## src/pfp_pkg.sv

```systemverilog
package pfp_pkg;

    // frame header bytes
    localparam logic [7:0] HDR0 = 8'hAA;
    localparam logic [7:0] HDR1 = 8'h55;

    // bytes counted outside the payload: two header bytes, length, checksum
    localparam int FRAME_OVERHEAD = 4;

    // default largest payload
    localparam int MAX_PAYLOAD_DEF = 5;

    // panel command codes
    localparam logic [7:0] CMD_WRITE_CLEAR = 8'h01;
    localparam logic [7:0] CMD_PAGE        = 8'h02;
    localparam logic [7:0] CMD_WORK        = 8'h03;
    localparam logic [7:0] CMD_MATERIAL    = 8'h06;
    localparam logic [7:0] CMD_MONEY       = 8'h07;
    localparam logic [7:0] CMD_REPORT_TH   = 8'h08;
    localparam logic [7:0] CMD_TH_FIRST    = 8'h09;
    localparam logic [7:0] CMD_TH_LAST     = 8'h0E;
    localparam logic [7:0] CMD_REPORT_LVL  = 8'hFE;
    localparam logic [7:0] CMD_LEVEL       = 8'hFF;

    localparam int NUM_THRESH = 6;

    typedef enum logic [1:0] {
        ST_RECEIVING = 2'd0,
        ST_ACCEPTED  = 2'd1,
        ST_BAD_SUM   = 2'd2,
        ST_DROPPED   = 2'd3
    } frame_status_t;

    typedef enum logic [2:0] {
        ACT_NONE         = 3'd0,
        ACT_REPORT_TH    = 3'd1,
        ACT_REPORT_LEVEL = 3'd2,
        ACT_STORE_TH     = 3'd3,
        ACT_STORE_LEVEL  = 3'd4
    } action_t;

    // one result word
    typedef struct packed {
        logic [7:0]    threshold_value;
        logic [2:0]    threshold_index;
        action_t       action;
        logic [7:0]    level_value;
        logic [2:0]    money_write;
        logic          note_confirm;
        logic [1:0]    material_write;
        logic          mat_confirm;
        logic [1:0]    work_button;
        logic          write_request;
        logic [7:0]    page_number;
        frame_status_t frame_status;
    } result_t;

    localparam int RESULT_W = $bits(result_t);
    localparam int M_TDATA_W = ((RESULT_W + 7) / 8) * 8;

endpackage

```

## src/panel_frame_parser.sv

```systemverilog
// channel   dir  payload
// s_*       in   tdata[7:0] rx_byte
// m_*       out  tdata[41:0] result fields, zero filled to 48 bits
//
// one byte per cycle while s_tready is high: the byte is parsed against the frame
// state in the cycle it is accepted and its result lands in the output register
// the frame state and panel registers all clear on reset, output empty
// s_tready follows m_tready when a result is held, so a stalled output
// holds one result while the next byte waits at the input
module panel_frame_parser #(
    parameter int MAX_PAYLOAD = pfp_pkg::MAX_PAYLOAD_DEF
) (
    input  logic                           clk,
    input  logic                           rst_n,
    input  logic                           s_tvalid,
    output logic                           s_tready,
    input  logic [7:0]                     s_tdata,   // rx_byte
    output logic                           m_tvalid,
    input  logic                           m_tready,
    // frame_status[1:0], page_number[9:2], write_request[10],
    // work_button[12:11], mat_confirm[13], material_write[15:14],
    // note_confirm[16], money_write[19:17], level_value[27:20],
    // action[30:28], threshold_index[33:31], threshold_value[41:34]
    output logic [pfp_pkg::M_TDATA_W-1:0]  m_tdata
);
    import pfp_pkg::*;

    localparam int MAX_COUNT = MAX_PAYLOAD + FRAME_OVERHEAD;
    localparam int CW = $clog2(MAX_COUNT + 2);
    localparam logic [CW-1:0] CNT_MAX = CW'(MAX_COUNT);
    localparam logic [CW-1:0] IDX_FIRST = CW'(0);
    localparam logic [CW-1:0] IDX_SECOND = CW'(1);
    localparam logic [CW-1:0] IDX_LENGTH = CW'(2);
    localparam logic [CW-1:0] IDX_CMD = CW'(3);
    localparam logic [CW-1:0] IDX_VALUE = CW'(4);
    localparam logic [CW-1:0] CNT_HDR = CW'(3);

    // frame state
    logic [CW-1:0] count_reg, count_next;
    logic [7:0]    first_reg, first_next;
    logic [7:0]    second_reg, second_next;
    logic [7:0]    length_reg, length_next;
    logic [7:0]    cmd_reg, cmd_next;
    logic [7:0]    value_reg, value_next;
    logic [7:0]    sum_reg, sum_next;

    // panel registers
    logic [7:0] page_reg, page_next;
    logic       write_reg, write_next;
    logic [1:0] work_reg, work_next;
    logic       mat_btn_reg, mat_btn_next;
    logic [1:0] mat_wr_reg, mat_wr_next;
    logic       money_btn_reg, money_btn_next;
    logic [2:0] money_wr_reg, money_wr_next;
    logic [7:0] level_reg, level_next;
    logic [7:0] thresh_reg [NUM_THRESH];
    logic [7:0] thresh_next [NUM_THRESH];

    // output register
    logic    out_valid_reg, out_valid_next;
    result_t out_reg, out_next;

    logic          take;
    logic [CW-1:0] n;
    logic [8:0]    frame_len;
    logic          accepted;
    frame_status_t status;
    logic [7:0]    b;
    logic [2:0]    tidx;

    assign s_tready = !out_valid_reg || m_tready;
    assign take     = s_tvalid && s_tready;
    assign b        = s_tdata;
    assign m_tvalid = out_valid_reg;
    assign m_tdata  = M_TDATA_W'(out_reg);

    // header capture, frame tracking and checksum
    always_comb
    begin
        first_next  = (count_reg == IDX_FIRST)  ? b : first_reg;
        second_next = (count_reg == IDX_SECOND) ? b : second_reg;
        length_next = (count_reg == IDX_LENGTH) ? b : length_reg;
        cmd_next    = (count_reg == IDX_CMD)    ? b : cmd_reg;
        value_next  = (count_reg == IDX_VALUE)  ? b : value_reg;

        n         = count_reg + CW'(1);
        frame_len = {1'b0, length_next} + 9'(FRAME_OVERHEAD);
        accepted  = 1'b0;
        status    = ST_RECEIVING;
        count_next = n;
        sum_next   = sum_reg + b;

        if (n > CNT_MAX || first_next != HDR0)
        begin
            status     = ST_DROPPED;
            count_next = '0;
            sum_next   = '0;
        end
        else if (n > CNT_HDR && second_next != HDR1)
        begin
            status     = ST_DROPPED;
            count_next = '0;
            sum_next   = '0;
        end
        else if (n > CNT_HDR && 9'(n) >= frame_len)
        begin
            if (sum_reg == b)
            begin
                status   = ST_ACCEPTED;
                accepted = 1'b1;
            end
            else
            begin
                status = ST_BAD_SUM;
            end
            count_next = '0;
            sum_next   = '0;
        end
    end

    // command decode on an accepted frame
    always_comb
    begin
        page_next      = page_reg;
        write_next     = write_reg;
        work_next      = work_reg;
        mat_btn_next   = mat_btn_reg;
        mat_wr_next    = mat_wr_reg;
        money_btn_next = money_btn_reg;
        money_wr_next  = money_wr_reg;
        level_next     = level_reg;
        for (int i = 0; i < NUM_THRESH; i++)
        begin
            thresh_next[i] = thresh_reg[i];
        end
        tidx = 3'(cmd_next - CMD_TH_FIRST);
        out_next.frame_status    = status;
        out_next.action          = ACT_NONE;
        out_next.threshold_index = '0;
        out_next.threshold_value = '0;

        if (accepted)
        begin
            if (cmd_next >= CMD_TH_FIRST && cmd_next <= CMD_TH_LAST)
            begin
                thresh_next[tidx]        = value_next;
                out_next.action          = ACT_STORE_TH;
                out_next.threshold_index = tidx;
                out_next.threshold_value = value_next;
            end
            else
            begin
                unique case (cmd_next)
                    CMD_WRITE_CLEAR: write_next = 1'b0;
                    CMD_PAGE:
                    begin
                        page_next  = value_next;
                        write_next = 1'b1;
                    end
                    CMD_WORK:
                    begin
                        if (value_next == 8'd1 || value_next == 8'd2)
                        begin
                            work_next = value_next[1:0];
                        end
                    end
                    CMD_MATERIAL:
                    begin
                        if (value_next == 8'd1)
                        begin
                            mat_btn_next = 1'b1;
                        end
                        else if (value_next == 8'd2)
                        begin
                            mat_wr_next = 2'd1;
                        end
                        else if (value_next == 8'd3)
                        begin
                            mat_wr_next = 2'd2;
                        end
                        else
                        begin
                            mat_btn_next = 1'b0;
                        end
                    end
                    CMD_MONEY:
                    begin
                        if (value_next == 8'd1)
                        begin
                            money_btn_next = 1'b1;
                        end
                        else if (value_next >= 8'd2 && value_next <= 8'd5)
                        begin
                            money_wr_next = 3'(value_next - 8'd1);
                        end
                        else
                        begin
                            money_btn_next = 1'b0;
                        end
                    end
                    CMD_REPORT_TH:
                    begin
                        out_next.action          = ACT_REPORT_TH;
                        out_next.threshold_value = thresh_reg[0];
                    end
                    CMD_REPORT_LVL: out_next.action = ACT_REPORT_LEVEL;
                    CMD_LEVEL:
                    begin
                        level_next      = value_next;
                        out_next.action = ACT_STORE_LEVEL;
                    end
                    default: ;
                endcase
            end
        end

        out_next.page_number    = page_next;
        out_next.write_request  = write_next;
        out_next.work_button    = work_next;
        out_next.mat_confirm    = mat_btn_next;
        out_next.material_write = mat_wr_next;
        out_next.note_confirm   = money_btn_next;
        out_next.money_write    = money_wr_next;
        out_next.level_value    = level_next;
    end

    // output word valid
    always_comb
    begin
        if (take)
        begin
            out_valid_next = 1'b1;
        end
        else if (m_tready)
        begin
            out_valid_next = 1'b0;
        end
        else
        begin
            out_valid_next = out_valid_reg;
        end
    end

    // state registers
    always_ff @(posedge clk or negedge rst_n)
    begin
        if (!rst_n)
        begin
            count_reg     <= '0;
            first_reg     <= '0;
            second_reg    <= '0;
            length_reg    <= '0;
            cmd_reg       <= '0;
            value_reg     <= '0;
            sum_reg       <= '0;
            page_reg      <= '0;
            write_reg     <= 1'b0;
            work_reg      <= '0;
            mat_btn_reg   <= 1'b0;
            mat_wr_reg    <= '0;
            money_btn_reg <= 1'b0;
            money_wr_reg  <= '0;
            level_reg     <= '0;
            for (int i = 0; i < NUM_THRESH; i++)
            begin
                thresh_reg[i] <= '0;
            end
            out_valid_reg <= 1'b0;
        end
        else
        begin
            out_valid_reg <= out_valid_next;
            if (take)
            begin
                count_reg     <= count_next;
                first_reg     <= first_next;
                second_reg    <= second_next;
                length_reg    <= length_next;
                cmd_reg       <= cmd_next;
                value_reg     <= value_next;
                sum_reg       <= sum_next;
                page_reg      <= page_next;
                write_reg     <= write_next;
                work_reg      <= work_next;
                mat_btn_reg   <= mat_btn_next;
                mat_wr_reg    <= mat_wr_next;
                money_btn_reg <= money_btn_next;
                money_wr_reg  <= money_wr_next;
                level_reg     <= level_next;
                for (int i = 0; i < NUM_THRESH; i++)
                begin
                    thresh_reg[i] <= thresh_next[i];
                end
            end
        end
    end

    // result payload
    always_ff @(posedge clk)
    begin
        if (take)
        begin
            out_reg <= out_next;
        end
    end

endmodule
```

## config.mk

```make
export PLATFORM = sky130hd
export DESIGN_NAME = panel_frame_parser
export DESIGN_NICKNAME = d
export VERILOG_FILES = /design/src/pfp_pkg.sv /design/src/panel_frame_parser.sv
export SDC_FILE = /design/constraint.sdc
export NUM_CORES = 1
export LEC_CHECK = 0
export BUFFER_PORTS_ARGS = -buffer_cell sky130_fd_sc_hd__buf_2
export CAP_MARGIN = 20
export CORE_AREA = 2 2 109 111
export DETAILED_ROUTE_END_ITERATION = 10
export DIE_AREA = 0 0 111 113
export HOLD_SLACK_MARGIN = 0.15
export PLACE_DENSITY = 0.83
export SLEW_MARGIN = 25
export SYNTH_ARGS = -nofsm -noshare
export SYNTH_HDL_FRONTEND = slang
export SYNTH_SLANG_ARGS = --single-unit
export TNS_END_PERCENT = 100
```

## constraint.sdc

```tcl
create_clock -name clk -period 7.7 [get_ports clk]
set_clock_uncertainty 0.15 [all_clocks]
set_input_delay 1.54 -clock clk [delete_from_list [all_inputs] [get_ports clk]]
set_output_delay 1.54 -clock clk [all_outputs]
set_load 0.02 [all_outputs]
```

==> impl_metrics.env, run 1 <==
export IMPL_core_area_sq_um=11300
export IMPL_ant_nets=0
export IMPL_cp_max_fo=16
export IMPL_mostFrequentLayoutCells="87 x dfrtp_1, 78 x mux2_2, 57 x nand2_1"
export IMPL_slew_viol_final=0
export IMPL_post_place_ws_ps=2670
export IMPL_gp_routability_congestion=0.860
export IMPL_path_class="reg2reg"
export IMPL_vias=4753
export IMPL_cts_setup_buffers=0
export IMPL_power_density_nw_per_um2=241
export IMPL_clk_pin_slew_worst_paths_ps=60
export IMPL_fmax_mhz=209
export IMPL_final_common_cell="dfrtp_1"
export IMPL_final_nets=642
export IMPL_fin_crit_ps=4780
export IMPL_route_detailed_drc=0
export IMPL_max_slew_margin=0.407
export IMPL_grt_max_degree=88
export IMPL_grt_overflow=0
export IMPL_start_util=0.590
export IMPL_largest_reg_flops=42
export IMPL_synth_seq_area_share=0.517
export IMPL_dieHeight_um=113
export IMPL_setup_violations_final=0
export IMPL_hold_depth=2
export IMPL_layout_drive_gt1_share=0.306
export IMPL_ys_top_cells_by_area="dfrtp_1 33%, edfxtp_1 19%, mux2_2 13%"
export IMPL_cap_viol_max_count=0
export IMPL_tightest_slew_ps=864
export IMPL_root_buffer="clkbuf_16"
export IMPL_timing_setup_tns_ps=0
export IMPL_yosys_warnings=0
export IMPL_ys_flop_type="dfrtp_1"
export IMPL_dieArea_sq_um=12500
export IMPL_wl_per_cell_um=19.8
export IMPL_r2r_start="count_reg[0]"
export IMPL_setup_ws_ps=2920
export IMPL_fin_crit_sh=0.621
export IMPL_worstSetupStartpointType="flip-flop"
export IMPL_io_pins=62
export IMPL_ctsResizeCount=0
export IMPL_p_total_w=0.00183
export IMPL_yosysTopAreaCell="dfrtp_1"
export IMPL_synth_edf_count=42
export IMPL_crit_arrival_ps=4940
export IMPL_peakVddDrop_mv=0.156
export IMPL_status="complete, no violations"
export IMPL_cts_tree="done"
export IMPL_viasPerCell=6.25
export IMPL_die_w_um=111
export IMPL_synthToLayoutAreaGrowth_pct=14.3
export IMPL_drt_first_pass_iters=5
export IMPL_syn_inst=554
export IMPL_p_leak_nw=3.46
export IMPL_synth_top_cell_area_share=0.328
export IMPL_hpwl_um=9730
export IMPL_grt_pass1_wl_um=25000
export IMPL_rsz0062_at_grt="false"
export IMPL_numCtsBuffers=17
export IMPL_io_buffers=55
export IMPL_cts_max_level=4
export IMPL_synth_cell_types=68
export IMPL_rr_worst_depth=13
export IMPL_end_kind="flip-flop"
export IMPL_grt_antenna_before_repair=0
export IMPL_min_path_type="reg2reg"
export IMPL_setup_worst_path_start="count_reg[0]"
export IMPL_hold_start="cmd_reg[0]"
export IMPL_netlist_area_sq_um=6650
export IMPL_cts_buffer_depth=2
export IMPL_grt_pass1_vias=5025
export IMPL_fillers=787
export IMPL_antennaDiodeCount=0
export IMPL_ys_async_sr_fraction=0.674
export IMPL_clock_latency_ps=420
export IMPL_yosys_register_bits=129
export IMPL_grtUsageTotal=0.253
export IMPL_holdWs_ps=335
export IMPL_rows=39
export IMPL_clock_sinks=129
export IMPL_cts_hold_buf=0
export IMPL_finalHoldViolations=0
export IMPL_avgSynthCellArea_sq_um=12.0
export IMPL_drt_wl_total_um=15100
export IMPL_crit_required_ps=7860
export IMPL_drt_iter0_drc=394
export IMPL_utilization=0.674
==> synth_stat cells (2+ instances only) <==
cell type  number
ha_1           24
nor3_1          9
mux2_2         78
mux2i_1        12
a22o_1          7
nor2_1         13
a21oi_1        15
a21o_1          6
and3_1          8
a211o_1         2
o211ai_1        3
or3b_1          2
buf_4           6
a31oi_1         4
or4_1           2
a2111oi_0       2
nand3b_1        4
nor4_1          7
edfxtp_1       42
dfrtp_1        87
xnor2_1         6
buf_6           2
inv_1          18
mux2_4          2
nand2_1        57
buf_2           8
o31ai_1         4
nand4_1         6
nand2b_1       10
nand3_1        24
clkbuf_1       15
xor2_1          6
nor4bb_1        4
o21ai_0        22
nor4_4          4
==> path summary, 6_finish.rpt <==
check | end | slack (ps)
worst max-delay path | money_wr_reg[2] | 2920
worst min-delay path | cmd_reg[0] | 340
worst max register to register | money_wr_reg[2] | 2920
worst min register to register | cmd_reg[0] | 340
max in group asynchronous | sum_reg[6] | 5810
min in group asynchronous | first_reg[7] | 1010
==> logic make-up (layout without fill, tap and decap cells) <==
logic type / count (synthesis) / after routing / synth area share
buffers and inverters: 49 / 108 / 0.0348
xor gates and xnor gates: 12 / 12 / 0.0158
muxes: 92 / 92 / 0.155
adders and majority gates: 25 / 25 / 0.0482
DFF: 129 / 129 / 0.517
AOI/OAI and AO/OA: 79 / 79 / 0.0791
and+or+nand+nor: 167 / 167 / 0.149
other: 1 / 6 / 0.000564
==> critical path, cell delays in order, from the launching register on <==
cell and delay [ps]:
dfrtp_1 470, inv_1 150, ha_1 270, nand3b_1 610, mux2i_1 430, inv_1 360
ha_1 290, nor2_1 100, a2111oi_0 580, a31oi_1 80, nor2_1 360, nand2_1 120
nor3_2 330, mux2_2 380
==> cell type report <==
cell class	instances	area (sq um)	area share
clock buffer	17	425	0.0560
clock inverter	15	179	0.0236
inverter	18	67.6	0.00889
multi-input combinational	381	3000	0.395
sequential	129	3440	0.453
tap	143	179	0.0236
timing repair buffer	58	304	0.0400
==> stage by stage <==
step	area (sq um)	std cells
3_5_place_dp	6990	729
5_1_grt	7600	761
4_1_cts	7600	761
6_report	7600	761
3_3_place_gp	6990	729
2_1_floorplan	6670	559
==> metal layers <==
| metal | track usage | up-vias | share of wire | routed length [um] |
|---|---|---|---|---|
| li1 | - | 2116 | - | - |
| met1 | 0.316 | 2403 | 0.41 | 6260 |
| met2 | 0.426 | 191 | 0.50 | 7630 |
| met3 | 0.0503 | 43 | 0.056 | 848 |
| met4 | 0.126 | 0 | 0.024 | 369 |
| met5 | 0 | - | 0 | 0 |
==> power by group <==
part,switching (W),internal [W]
combinational,0.000172,0.0000775
clock,0.000368,0.000441
sequential,0.0000242,0.000748
Power figures use the tool's default switching activity.
==> inputs of run 2 (changes only) <==
--- a/config.mk
+++ b/config.mk
@@ -7,11 +7,11 @@
 export LEC_CHECK = 0
 export BUFFER_PORTS_ARGS = -buffer_cell sky130_fd_sc_hd__buf_2
 export CAP_MARGIN = 20
-export CORE_AREA = 2 2 109 111
+export CORE_AREA = 2 2 114 116
 export DETAILED_ROUTE_END_ITERATION = 10
-export DIE_AREA = 0 0 111 113
+export DIE_AREA = 0 0 116 118
 export HOLD_SLACK_MARGIN = 0.15
-export PLACE_DENSITY = 0.83
+export PLACE_DENSITY = 0.8
 export SLEW_MARGIN = 25
 export SYNTH_ARGS = -nofsm -noshare
 export SYNTH_HDL_FRONTEND = slang
==> constraint.sdc (replaced) <==
create_clock -name clk -period 3.9 [get_ports clk]
set_clock_uncertainty 0.15 [all_clocks]
set_input_delay 0.78 -clock clk [delete_from_list [all_inputs] [get_ports clk]]
set_output_delay 0.78 -clock clk [all_outputs]
set_load 0.02 [all_outputs]
==> run 2 against run 1 <==
Net effect: critical path type unchanged; wire length is 3.1% higher; clock power is 85% higher; core utilization is 4.2 points lower; combinational power is 110% higher; fmax is 28% higher; cell count is 8.0% higher.
==> impl_metrics.env, run 2 (synthesis gave the netlist of run 1 again) <==
export IMPL_setup_ws_ps=153
export IMPL_drt_first_pass_iters=5
export IMPL_seq_area_sq_um=3440
export IMPL_die_w_um=116
export IMPL_clk_pin_slew_worst_paths_ps=60
export IMPL_p_total_w=0.00356
export IMPL_clock_latency_ps=430
export IMPL_min_path_type="reg2reg"
export IMPL_path_class="reg2reg"
export IMPL_status="complete, no violations"
export IMPL_rows=41
export IMPL_max_slew_margin=0.436
export IMPL_wl_met1_um=6560
export IMPL_antennaDiodeCount=0
export IMPL_hpwl_um=10400
export IMPL_crit_arrival_ps=3770
export IMPL_hold_depth=2
export IMPL_mostFrequentLayoutCells="87 x dfrtp_1, 78 x mux2_2, 57 x nand2_1"
export IMPL_numCtsBuffers=17
export IMPL_slew_viol_final=0
export IMPL_utilization=0.632
export IMPL_setup_violations_final=0
export IMPL_gp_routability_congestion=0.965
export IMPL_dieHeight_um=118
export IMPL_fmax_mhz=267
export IMPL_grt_antenna_before_repair=0
export IMPL_worst_path_max_delay_cell="a2111oi_0"
export IMPL_synthToLayoutAreaGrowth_pct=18.0
export IMPL_final_common_cell="dfrtp_1"
export IMPL_core_area_sq_um=12400
export IMPL_largest_reg_flops=42
export IMPL_ant_nets=0
export IMPL_final_nets=674
export IMPL_cts_tree="done"
export IMPL_io_pins=62
export IMPL_route_detailed_drc=0
export IMPL_finalInstanceArea_sq_um=7840
export IMPL_fin_crit_sh=0.961
export IMPL_drt_wl_total_um=15600
export IMPL_fillers=929
export IMPL_wl_met2_um=7610
export IMPL_tightest_slew_ps=835
export IMPL_vias=4787
export IMPL_layout_drive_gt1_share=0.342
export IMPL_grt_pass1_vias=5074
export IMPL_peakVddDrop_mv=0.317
export IMPL_stdcell_count=822
export IMPL_io_buffers=55
export IMPL_crit_required_ps=3920
export IMPL_finalHoldViolations=0
export IMPL_drt_iter0_drc=357
export IMPL_grt_overflow=0
export IMPL_grtUsageTotal=0.244
export IMPL_multi_input_area_sq_um=3020
export IMPL_worstSetupStartpointType="flip-flop"
export IMPL_post_place_ws_ps=93.3
export IMPL_path_cells="inv_1 > ha_1 > nor3b_4 > mux2_2 > ha_1 > nand2b_1 > a2111oi_0 > a21oi_1 > nand4_2 > and2b_1 > and3_2 > mux2_2"
export IMPL_grt_pass1_wl_um=25700
export IMPL_root_buffer="clkbuf_16"
export IMPL_viasPerCell=5.82
export IMPL_dpl_cell_area_sq_um=7230
export IMPL_wl_met3_um=914
export IMPL_rr_worst_depth=12
export IMPL_wl_per_cell_um=18.9
export IMPL_dieArea_sq_um=13700
export IMPL_start_util=0.535
export IMPL_cts_max_level=4
export IMPL_cts_buffer_depth=2
export IMPL_routed_top_layer="met4"
export IMPL_critical_path_max_stage_delay_ps=450
export IMPL_end_kind="flip-flop"
export IMPL_clock_sinks=129
export IMPL_power_density_nw_per_um2=454
export IMPL_fin_crit_ps=3750
export IMPL_grt_max_degree=46
export IMPL_cp_max_fo=9
export IMPL_cap_viol_max_count=0
export IMPL_p_leak_nw=3.60
export IMPL_placed_cells=786
## run 2: cell types whose count changed in the layout (fill, tap and decap cells not counted), sizes merged
cell         before  now
inv              29   19
clkinv            4    7
buf              58   89
clkinvlp          0    3
dlygate4sd3       0    1
clkbuf           17   20
bufinv            0    1
## run 2: worst max-delay path: cells and delay by family (launching register included)
kind	cells	cell delay [ps]
fa+ha+maj	2	430
simple gates	5	1110
mux	2	700
flops	1	370
compound gates	2	600
buf+inv	1	130
## run 2: routing by layer
layer | up-vias | GRT usage
met1 | 2385 | 0.310
li1 | 2175 | -
met3 | 41 | 0.0587
met5 | - | 0
met2 | 186 | 0.383
met4 | 0 | 0.129
## run 2: final timing paths
path,startpoint,to,slack [ps]
max,count_reg[0],m_tdata[3],150
min,cmd_reg[1],cmd_reg[1],330
max reg2reg,count_reg[0],m_tdata[3],150
min reg2reg,cmd_reg[1],cmd_reg[1],330
max in group asynchronous,rst_n,money_wr_reg[0],2170
min in group asynchronous,rst_n,length_reg[7],590
## run 2: where the power goes
group	internal [W]	leakage, nW	switching [W]	total, W
clock network	0.000893	0.266	0.000610	0.00150
registers	0.00148	1.58	0.0000461	0.00152
logic	0.000184	1.75	0.000349	0.000533
## run 2: cell type report
cell class                 instances  area share
clock buffer                      20      0.0569
clock inverter                    12      0.0142
inverter                          18     0.00861
multi-input combinational        381       0.385
sequential                       129       0.438
tap                              172      0.0274
timing repair buffer              90      0.0692
## run 2: what timing repair did
item / 4_1_cts / 5_1_grt
hold buffers: 1 / 0
endpoints found under the hold margin: 13 / 0
setup endpoints to repair: 0 / 41
gates resized for setup: 0 / 6
setup buffers: 0 / 3
## run 2: metrics by stage
step	TNS, ps	hold WS [ps]
global placement	0	311
global route	-3.04	363
floorplan	0	292
detailed placement	0	321
CTS	0	334
finish	0	328
==> inputs of run 3 (changes only) <==
--- a/config.mk
+++ b/config.mk
@@ -12,6 +12,7 @@
 export DIE_AREA = 0 0 116 118
 export HOLD_SLACK_MARGIN = 0.15
 export PLACE_DENSITY = 0.8
+export SETUP_SLACK_MARGIN = 0.5
 export SLEW_MARGIN = 25
 export SYNTH_ARGS = -nofsm -noshare
 export SYNTH_HDL_FRONTEND = slang
==> run 3 against run 2 <==
Net effect: sequential power about the same; sequential cell count unchanged; clock power about the same; highest routed layer unchanged.
==> impl_metrics.env, run 3 (synthesis gave the netlist of run 1 again) <==
export IMPL_rr_worst_depth=15
export IMPL_io_buffers=55
export IMPL_grt_pass1_vias=4940
export IMPL_status="complete, no violations"
export IMPL_worstSetupEndpoint="m_tdata[17]"
export IMPL_worstSetupStartpointType="flip-flop"
export IMPL_setup_worst_path_start="count_reg[0]"
export IMPL_start_util=0.535
export IMPL_stdcell_count=845
export IMPL_viasPerCell=5.95
export IMPL_placed_cells=779
export IMPL_antennaDiodeCount=0
export IMPL_numCtsBuffers=17
export IMPL_fmax_mhz=282
export IMPL_final_common_cell="dfrtp_1"
export IMPL_p_leak_nw=3.80
export IMPL_grtUsageTotal=0.244
export IMPL_path_class="reg2reg"
export IMPL_synthToLayoutAreaGrowth_pct=28.1
export IMPL_rows=41
export IMPL_ant_nets=0
export IMPL_finalHoldViolations=0
export IMPL_grt_max_degree=88
export IMPL_tightest_slew_ps=821
export IMPL_clock_latency_ps=420
export IMPL_cts_tree="done"
export IMPL_grt_overflow=0
export IMPL_dieHeight_um=118
export IMPL_cts_max_level=4
export IMPL_r2r_start="count_reg[0]"
export IMPL_cp_max_fo=6
export IMPL_grt_antenna_before_repair=0
export IMPL_peakVddDrop_mv=0.322
export IMPL_final_nets=697
export IMPL_dieArea_sq_um=13700
export IMPL_fin_crit_ps=3540
export IMPL_grt_pass1_wl_um=25500
export IMPL_hpwl_um=10400
export IMPL_mostFrequentLayoutCells="85 x dfrtp_1, 55 x nand2_1, 54 x buf_2"
export IMPL_r2r_end="m_tdata[17]"
export IMPL_crit_required_ps=3920
export IMPL_gp_routability_congestion=0.910
export IMPL_end_kind="flip-flop"
export IMPL_largest_reg_flops=42
export IMPL_drt_wl_total_um=17600
export IMPL_core_area_sq_um=12400
export IMPL_cts_buffer_depth=2
export IMPL_power_density_nw_per_um2=437
export IMPL_route_detailed_drc=0
export IMPL_dpl_cell_area_sq_um=7340
export IMPL_cts_hold_buf=0
export IMPL_fin_crit_sh=0.909
export IMPL_finalInstanceArea_sq_um=8520
export IMPL_layout_drive_gt1_share=0.421
export IMPL_drt_iter0_drc=470
export IMPL_max_slew_margin=0.453
export IMPL_setup_violations_final=0
export IMPL_p_total_w=0.00373
export IMPL_vias=5031
export IMPL_clk_pin_slew_worst_paths_ps=60
export IMPL_r2r_setup_slack_ps=360
export IMPL_drt_first_pass_iters=6
export IMPL_cap_viol_max_count=0
export IMPL_min_path_type="in2async"
export IMPL_root_buffer="clkbuf_16"
export IMPL_crit_arrival_ps=3560
export IMPL_die_w_um=116
export IMPL_slew_viol_final=0
export IMPL_clock_sinks=129
export IMPL_io_pins=62
export IMPL_rsz0062_at_grt="true"
export IMPL_wl_per_cell_um=20.8
export IMPL_timing_setup_tns_ps=0
run 3: layer usage:
layer	vias up	GRT usage	routed length (um)
li1	2241	-	-
met1	2507	0.320	7210
met2	239	0.383	8820
met3	44	0.0572	1100
met4	0	0.112	470
met5	-	0	0
run 3: critical path, cell delays in order (launching register included):
cell	delay (ps)
dfrtp_2	400
inv_4	50
buf_4	120
buf_4	130
ha_4	160
nand3b_1	90
buf_6	140
mux2i_4	410
ha_4	210
nor3_1	60
a2111oi_2	390
a31oi_1	90
nor2_2	230
buf_4	170
nand4_4	140
mux2_4	330
run 3: layout make-up:
type / count / area (sq um)
Timing Repair Buffer: 112 / 766
Multi-Input combinational cell: 382 / 3460
Tap cell: 172 / 215
Inverter: 18 / 70.1
Clock buffer: 18 / 429
Sequential cell: 129 / 3440
Clock inverter: 14 / 134
Fill cell: 842 / 3900
run 3: repair_timing:
item | 4_1_cts | 5_1_grt
gates resized for setup | 24 | 57
setup buffers | 18 | 13
endpoints found under the setup margin | 73 | 72
gates cloned | 1 | 2
pin swaps | 13 | 17
run 3: through the flow:
step / util / setup slack, ps / hold slack, ps
final: 0.686 / 357 / 261
after global routing: 0.686 / 269 / 331
after CTS: 0.655 / 459 / 311
after detailed placement: 0.591 / 141 / 325
after global placement: 0.591 / 241 / 308
after floorplan: - / 367 / 292
run 3: how the worst min path moves through the flow:
stage                     cells past startpoint             to
after detailed placement                      2  second_reg[2]
after global routing                          1   first_reg[5]
final                                         1     sum_reg[5]
after CTS                                     1     sum_reg[4]
after global placement                        2  second_reg[2]
after floorplan                               2  second_reg[2]
run 3: report_power, final:
part	internal, W	switching, W	total, W	leakage [nW]
Combinational	0.000260	0.000419	0.000679	1.95
Clock	0.000885	0.000631	0.00152	0.267
Sequential	0.00148	0.0000520	0.00153	1.58
Total	0.00262	0.00110	0.00373	3.80
